<file path="src/cgia_pkg.sv">
// Shared widths, register indexes, layout codes and the config struct
// for the column-group interleave address generator. No dependencies.
package cgia_pkg;

    localparam int ROW_W       = 12;
    localparam int COL_W       = 12;
    localparam int VAL_W       = 32;
    localparam int DEST_W      = 25;
    localparam int CNT_W       = 13;
    localparam int LOG_W       = 3;
    localparam int MODE_W      = 2;
    localparam int CFG_IDX_W   = 2;
    localparam int CFG_DATA_W  = 13;
    localparam int OFS_W       = 4;

    localparam int MAX_GROUP_LOG = 4;

    localparam logic [CFG_IDX_W-1:0] REG_ROW_COUNT   = 2'd0;
    localparam logic [CFG_IDX_W-1:0] REG_COL_COUNT   = 2'd1;
    localparam logic [CFG_IDX_W-1:0] REG_GROUP_LOG   = 2'd2;
    localparam logic [CFG_IDX_W-1:0] REG_LAYOUT_MODE = 2'd3;

    localparam logic [MODE_W-1:0] MODE_PLAIN     = 2'd0;
    localparam logic [MODE_W-1:0] MODE_SPHERICAL = 2'd1;
    localparam logic [MODE_W-1:0] MODE_TRIANGLE  = 2'd2;

    typedef struct packed {
        logic [CNT_W-1:0]  row_count;
        logic [CNT_W-1:0]  col_count;
        logic [LOG_W-1:0]  group_log;   // already clamped to 1..MAX_GROUP_LOG
        logic [MODE_W-1:0] layout_mode;
    } cfg_t;

    typedef struct packed {
        logic [DEST_W-1:0] dest_index;
        logic              bad_coord;
    } map_t;

endpackage

</file>
<file path="src/cgia_cfg.sv">
// Configuration register file for the interleave address generator.
// Depends on cgia_pkg.
module cgia_cfg (
    input  logic                              clk,
    input  logic                              rst_n,
    input  logic                              cfg_we,
    input  logic [cgia_pkg::CFG_IDX_W-1:0]    cfg_index,
    input  logic [cgia_pkg::CFG_DATA_W-1:0]   cfg_data,
    output cgia_pkg::cfg_t                    cfg
);

    cgia_pkg::cfg_t                cfg_reg;
    logic [cgia_pkg::LOG_W-1:0]    log_raw;
    logic [cgia_pkg::LOG_W-1:0]    log_clamped;

    assign log_raw = cfg_data[cgia_pkg::LOG_W-1:0];

    always_comb
    begin
        priority if (log_raw == '0)
            log_clamped = cgia_pkg::LOG_W'(1);
        else if (log_raw > cgia_pkg::LOG_W'(cgia_pkg::MAX_GROUP_LOG))
            log_clamped = cgia_pkg::LOG_W'(cgia_pkg::MAX_GROUP_LOG);
        else
            log_clamped = log_raw;
    end

    always_ff @(posedge clk or negedge rst_n)
    begin
        if (!rst_n)
        begin
            cfg_reg.row_count   <= cgia_pkg::CNT_W'(1);
            cfg_reg.col_count   <= cgia_pkg::CNT_W'(1);
            cfg_reg.group_log   <= cgia_pkg::LOG_W'(1);
            cfg_reg.layout_mode <= cgia_pkg::MODE_PLAIN;
        end
        else if (cfg_we)
        begin
            unique case (cfg_index)
                cgia_pkg::REG_ROW_COUNT:   cfg_reg.row_count <= cfg_data;
                cgia_pkg::REG_COL_COUNT:   cfg_reg.col_count <= cfg_data;
                cgia_pkg::REG_GROUP_LOG:   cfg_reg.group_log <= log_clamped;
                cgia_pkg::REG_LAYOUT_MODE:
                    cfg_reg.layout_mode <= cfg_data[cgia_pkg::MODE_W-1:0];
                default:                   cfg_reg <= cfg_reg;
            endcase
        end
    end

    assign cfg = cfg_reg;

endmodule

</file>
<file path="src/cgia_map.sv">
// Combinational address map: picks the group (base column, width) for a
// coordinate and forms the interleaved index. Depends on cgia_pkg.
module cgia_map (
    input  cgia_pkg::cfg_t                 cfg,
    input  logic [cgia_pkg::ROW_W-1:0]     row,
    input  logic [cgia_pkg::COL_W-1:0]     column,
    output cgia_pkg::map_t                 result
);

    logic [cgia_pkg::COL_W-1:0]   sel_base;
    logic [cgia_pkg::LOG_W-1:0]   sel_log;
    logic                         hit;
    logic                         copy_col;
    logic [cgia_pkg::CNT_W-1:0]   lead_cols;
    logic [cgia_pkg::COL_W-1:0]   width_mask;
    logic [cgia_pkg::COL_W-1:0]   start_col;
    logic [cgia_pkg::OFS_W-1:0]   offset;
    logic [cgia_pkg::DEST_W-1:0]  start_term;
    logic [cgia_pkg::DEST_W-1:0]  row_term;
    logic [cgia_pkg::DEST_W-1:0]  index;
    logic                         bad;
    logic                         peel_mode;

    assign peel_mode = (cfg.layout_mode == cgia_pkg::MODE_SPHERICAL) ||
                       (cfg.layout_mode == cgia_pkg::MODE_TRIANGLE);

    // Leading M mod 2L columns are split off level by level; the widest
    // level whose leading block the column clears wins.
    always_comb
    begin
        hit       = 1'b0;
        sel_base  = '0;
        sel_log   = cfg.group_log;
        lead_cols = '0;
        for (int k = 2; k <= cgia_pkg::MAX_GROUP_LOG; k++)
        begin
            lead_cols = cfg.col_count & ((cgia_pkg::CNT_W'(1) << (k + 1)) -
                                         cgia_pkg::CNT_W'(1));
            if ((cgia_pkg::LOG_W'(k) <= cfg.group_log) &&
                ({1'b0, column} >= lead_cols))
            begin
                hit      = 1'b1;
                sel_base = lead_cols[cgia_pkg::COL_W-1:0];
                sel_log  = cgia_pkg::LOG_W'(k);
            end
        end
        if (!peel_mode)
        begin
            sel_base = '0;
            sel_log  = cfg.group_log;
        end
        else if (!hit)
        begin
            sel_log  = cgia_pkg::LOG_W'(1);
            sel_base = (cfg.layout_mode == cgia_pkg::MODE_SPHERICAL) ?
                       cgia_pkg::COL_W'(1) : '0;
        end
    end

    assign copy_col = peel_mode && !hit &&
                      (cfg.layout_mode == cgia_pkg::MODE_SPHERICAL) &&
                      (column == '0);

    assign width_mask = ~((cgia_pkg::COL_W'(1) << sel_log) - cgia_pkg::COL_W'(1));
    assign start_col  = sel_base + ((column - sel_base) & width_mask);
    assign offset     = cgia_pkg::OFS_W'(column - start_col);

    assign start_term = cgia_pkg::DEST_W'(start_col) * cgia_pkg::DEST_W'(cfg.row_count);
    assign row_term   = cgia_pkg::DEST_W'({row, {cgia_pkg::OFS_W{1'b0}}} >>
                                          (cgia_pkg::OFS_W - 32'(sel_log)));
    assign index      = copy_col ? cgia_pkg::DEST_W'(row) :
                        start_term + row_term + cgia_pkg::DEST_W'(offset);

    assign bad = ({1'b0, row} >= cfg.row_count) || ({1'b0, column} >= cfg.col_count);

    assign result.dest_index = bad ? '0 : index;
    assign result.bad_coord  = bad;

endmodule

</file>
<file path="src/column_group_interleave_address.sv">
// Top level of the column-group interleave address generator: config
// registers, input word register, address map and result register.
// Depends on cgia_pkg, cgia_cfg and cgia_map.
//
//   channel  | handshake                  | word
//   ---------+----------------------------+-------------------------------
//   item     | item_valid / item_stall    | row, column, value
//   result   | result_valid / result_stall| dest_index, value_out, bad_coord
//   config   | cfg_we (no wait)           | cfg_index, cfg_data
//
// One word per cycle sustained while result_stall is low; an accepted word
// goes into the input register, then through the map and 12x13 multiply
// into the result register, from which its result can be taken.
// Reset clears both stage valids and returns the registers to N=M=1,
// L=2, plain layout. result_stall holds the result register; the input
// register takes words while it is empty or the result register can move.
module column_group_interleave_address (
    input  logic                              clk,
    input  logic                              rst_n,
    input  logic                              cfg_we,
    input  logic [cgia_pkg::CFG_IDX_W-1:0]    cfg_index,
    input  logic [cgia_pkg::CFG_DATA_W-1:0]   cfg_data,
    input  logic                              item_valid,
    output logic                              item_stall,
    input  logic [cgia_pkg::ROW_W-1:0]        row,
    input  logic [cgia_pkg::COL_W-1:0]        column,
    input  logic [cgia_pkg::VAL_W-1:0]        value,
    output logic                              result_valid,
    input  logic                              result_stall,
    output logic [cgia_pkg::DEST_W-1:0]       dest_index,
    output logic [cgia_pkg::VAL_W-1:0]        value_out,
    output logic                              bad_coord
);

    cgia_pkg::cfg_t                 cfg;
    cgia_pkg::map_t                 map_res;

    logic                           in_valid_reg;
    logic [cgia_pkg::ROW_W-1:0]     row_reg;
    logic [cgia_pkg::COL_W-1:0]     col_reg;
    logic [cgia_pkg::VAL_W-1:0]     val_reg;

    logic                           out_valid_reg;
    logic [cgia_pkg::DEST_W-1:0]    dest_reg;
    logic [cgia_pkg::VAL_W-1:0]     vout_reg;
    logic                           bad_reg;

    logic                           out_move;
    logic                           in_move;

    cgia_cfg u_cfg (
        .clk       (clk),
        .rst_n     (rst_n),
        .cfg_we    (cfg_we),
        .cfg_index (cfg_index),
        .cfg_data  (cfg_data),
        .cfg       (cfg)
    );

    cgia_map u_map (
        .cfg    (cfg),
        .row    (row_reg),
        .column (col_reg),
        .result (map_res)
    );

    assign out_move   = !out_valid_reg || !result_stall;
    assign in_move    = !in_valid_reg || out_move;
    assign item_stall = !in_move;

    always_ff @(posedge clk or negedge rst_n)
    begin
        if (!rst_n)
        begin
            in_valid_reg  <= 1'b0;
            out_valid_reg <= 1'b0;
        end
        else
        begin
            if (in_move)
                in_valid_reg <= item_valid;
            if (out_move)
                out_valid_reg <= in_valid_reg;
        end
    end

    always_ff @(posedge clk)
    begin
        if (in_move && item_valid)
        begin
            row_reg <= row;
            col_reg <= column;
            val_reg <= value;
        end
        if (out_move && in_valid_reg)
        begin
            dest_reg <= map_res.dest_index;
            bad_reg  <= map_res.bad_coord;
            vout_reg <= val_reg;
        end
    end

    assign result_valid = out_valid_reg;
    assign dest_index   = dest_reg;
    assign value_out    = vout_reg;
    assign bad_coord    = bad_reg;

endmodule
</file>
<file path="config.mk">
export PLATFORM = sky130hd
export DESIGN_NAME = column_group_interleave_address
export DESIGN_NICKNAME = d
export VERILOG_FILES = /design/src/cgia_pkg.sv /design/src/cgia_cfg.sv /design/src/cgia_map.sv /design/src/column_group_interleave_address.sv
export SDC_FILE = /design/constraint.sdc
export NUM_CORES = 1
export LEC_CHECK = 0
export ABC_AREA = 1
export BUFFER_PORTS_ARGS = -buffer_cell sky130_fd_sc_hd__buf_2
export CAP_MARGIN = 20
export CORE_UTILIZATION = 45
export DETAILED_ROUTE_END_ITERATION = 10
export PLACE_DENSITY = 0.72
export SLEW_MARGIN = 20
export SYNTH_ARGS = -nofsm -noshare
export SYNTH_HDL_FRONTEND = slang
export SYNTH_SLANG_ARGS = --single-unit
</file>
<file path="constraint.sdc">
create_clock -name clk -period 10 [get_ports clk]
set_input_delay 3 -clock clk [delete_from_list [all_inputs] [get_ports clk]]
set_output_delay 3 -clock clk [all_outputs]
set_load 0.02 [all_outputs]
</file>
==> flow_metrics.env <==
export IMPL_htree_num_levels=4
export IMPL_core_rowCount=62
export IMPL_arrival_ps=9580
export IMPL_wl_per_cell_um=16.5
export IMPL_met1_usage=0.292
export IMPL_crit_fanout=9
export IMPL_fmax_mhz=106
export IMPL_finalSetupViolations=0
export IMPL_hold_violations=0
export IMPL_ys_types=53
export IMPL_numCtsBuffers=17
export IMPL_die_h_um=174
export IMPL_synth_seq_cells=147
export IMPL_startpoint_type="register"
export IMPL_syn2layout_area_growth_pct=14.0
export IMPL_critPathKind="register to register"
export IMPL_timing_critical_path_slowest_stage_cell="fa_1"
export IMPL_drcViolationCount=0
export IMPL_multi_input_comb_area_mm2=0.00808
export IMPL_grt_max_degree=59
export IMPL_worst_slack_ps=581
export IMPL_drt_pass1_iterations=5
export IMPL_synth_flop_cell="edfxtp_1"
export IMPL_antenna_found_initial=0
export IMPL_syn_inst=1457
export IMPL_dpl_hpwl_um=26400
export IMPL_tightest_slew_ps=981
export IMPL_clockBufferDepth=2
export IMPL_dieWidth_um=174
export IMPL_cp_common_cell="nand2_1"
export IMPL_clock_sinks=147
export IMPL_ctsHoldBuffers=0
export IMPL_status="complete, no violations"
export IMPL_drive_gt1_frac=0.161
export IMPL_crit_buf_inv=5
export IMPL_crit_family="adder cells"
export IMPL_fin_skew_ps=11.0
export IMPL_grt_use_met2=0.373
export IMPL_cap_viol_max_count=0
export IMPL_relSlewSlack=0.346
export IMPL_dpl_cell_area_mm2=0.0145
export IMPL_ys_warn_count=0
export IMPL_timing_hold_ws_ps=416
export IMPL_drt_iter0_markers=743
export IMPL_synth_edf_count=114
export IMPL_die_area_mm2=0.0304
export IMPL_cts_tree="done"
export IMPL_io_pins=136
export IMPL_top_usage_layer="met2"
export IMPL_path_clk_slew_ps=70
export IMPL_rsz0062_at_grt="no"
export IMPL_syn_cell_area_mm2=0.0134
export IMPL_period_share=0.942
export IMPL_max_stage_delay_ps=550
export IMPL_syn_nets=1799
export IMPL_grtUsageMet3=0.0483
export IMPL_cts_root_buf="clkbuf_16"
export IMPL_place_ws_ps=-152
export IMPL_via_count=10300
export IMPL_required_ps=10160
export IMPL_regArea_mm2=0.00425
export IMPL_grt_usage=0.226
export IMPL_fillers=2634
export IMPL_nets=1934
export IMPL_syn_avg_cell_area_um2=9.17
export IMPL_n_antenna_cell=0
export IMPL_antenna_left=0
export IMPL_core_mm2=0.0289
export IMPL_stdcell_area_mm2=0.0152
export IMPL_hold_class="register to register"
export IMPL_overflow=0
export IMPL_finalWirelength_um=32800
export IMPL_fin_crit_ps=9420
export IMPL_grt_pass1_wl_um=53800
export IMPL_grt_pass1_vias=10300
export IMPL_portBuffers=135
export IMPL_synth_seq_area_share=0.318
export IMPL_async_reset_ff_frac=0.224
export IMPL_via_per_inst=5.18
export IMPL_start_util=0.462
export IMPL_drv_slew=0
export IMPL_clk_latency_ps=430
export IMPL_end_kind="register"
export IMPL_gp_congestion=0.908
-- kinds of logic after synthesis --
family                     synth area share
AOI/OAI and AO/OA                    0.0675
xor gates and xnor gates             0.0230
adders and majority gates             0.321
buffers and inverters                0.0884
DFF                                   0.318
and+or+nand+nor                       0.182
-- layer usage --
| metal | vias to the layer above | part of all wire |
|---|---|---|
| met5 | - | 0 |
| met4 | 0 | 0.030 |
| met3 | 60 | 0.068 |
| met2 | 350 | 0.47 |
| met1 | 4949 | 0.43 |
| li1 | 4949 | - |
-- final timing paths --
path	from	end	slack (ps)	cells past startpoint
max in group asynchronous	rst_n	u_cfg.cfg[26]$_DFFE_PN0P_	6860	1
max reg2reg	col_reg[1]$_DFFE_PP_	dest_index[23]$_SDFFCE_PP0P_	580	46
min in group asynchronous	rst_n	u_cfg.cfg[1]$_DFFE_PN0P_	2650	1
max	col_reg[1]$_DFFE_PP_	dest_index[23]$_SDFFCE_PP0P_	580	46
min reg2reg	val_reg[15]$_DFFE_PP_	value_out[15]$_DFFE_PP_	420	0
min	val_reg[15]$_DFFE_PP_	value_out[15]$_DFFE_PP_	420	0
-- cells in the mapped netlist, types with 2 or more instances --
library cell	count	area, um^2
a221oi_1	2	17.5
edfxtp_1	114	3420
or2_2	3	18.8
inv_2	2	7.51
clkbuf_1	28	105
a21boi_0	2	15.0
fa_1	129	2580
o211ai_1	14	105
buf_2	4	20.0
nand3_1	92	460
a21oi_1	54	270
ha_1	137	1710
dfrtp_1	30	751
nand4_1	12	75.1
nor3_4	2	32.5
dfstp_2	3	78.8
nand3_2	6	60.1
a21o_1	4	30.0
nor3_2	2	20.0
o221a_2	2	22.5
a31oi_1	5	31.3
o21ai_1	5	25.0
nand2_2	12	75.1
nor2_1	125	469
nor2_2	4	25.0
xnor2_1	12	105
inv_1	275	1030
clkinv_1	2	7.51
o21a_1	2	15.0
nor3b_1	2	15.0
nand2_1	261	980
xor2_1	20	175
nor2_4	2	22.5
o21ai_0	54	270
nor3_1	8	40.0
o21ai_2	2	17.5
nand2_4	8	90.1
-- area by class of cell --
cell class,count,area share
Clock buffer,17,0.0279
Clock inverter,15,0.0108
Inverter,280,0.0693
Multi-Input combinational cell,998,0.530
Sequential cell,147,0.279
Tap cell,384,0.0315
Timing Repair Buffer,148,0.0508
-- metrics by stage --
step / setup TNS, ps / utilization / cells
4_1_cts: 0 / 0.521 / 1984
3_5_place_dp: -152 / 0.500 / 1952
5_1_grt: 0 / 0.526 / 1989
2_1_floorplan: 0 / - / 1457
6_report: 0 / 0.526 / 1989
3_3_place_gp: 0 / 0.500 / 1952
-- placed cells by master, fill, tap and decap left out, types with 48 or more instances in the layout --
master	count
nand2_1	260
ha_1	132
edfxtp_1	114
nor2_1	124
o21ai_0	53
a21oi_1	48
fa_1	128
nand3_1	90
inv_1	273
buf_2	135
-- worst register-to-register path: cells and delay by family (launching register included) --
kind,cells,cell delay [ps]
xor+xnor,1,130
flops,1,440
fa+ha+maj,12,4590
simple gates,22,2100
buf+inv,5,490
compound gates,6,1410
-- repair_timing --
| item | 4_1_cts | 5_1_grt |
|---|---|---|
| pin swaps | 0 | 9 |
| endpoints found under the setup margin | 1 | 14 |
| buffers inserted | 0 | 5 |
| resized for setup | 2 | 27 |
Power is left out: the tool's default activity adds up to more than one toggle a clock period on the data nets, which glitch-free logic cannot reach.
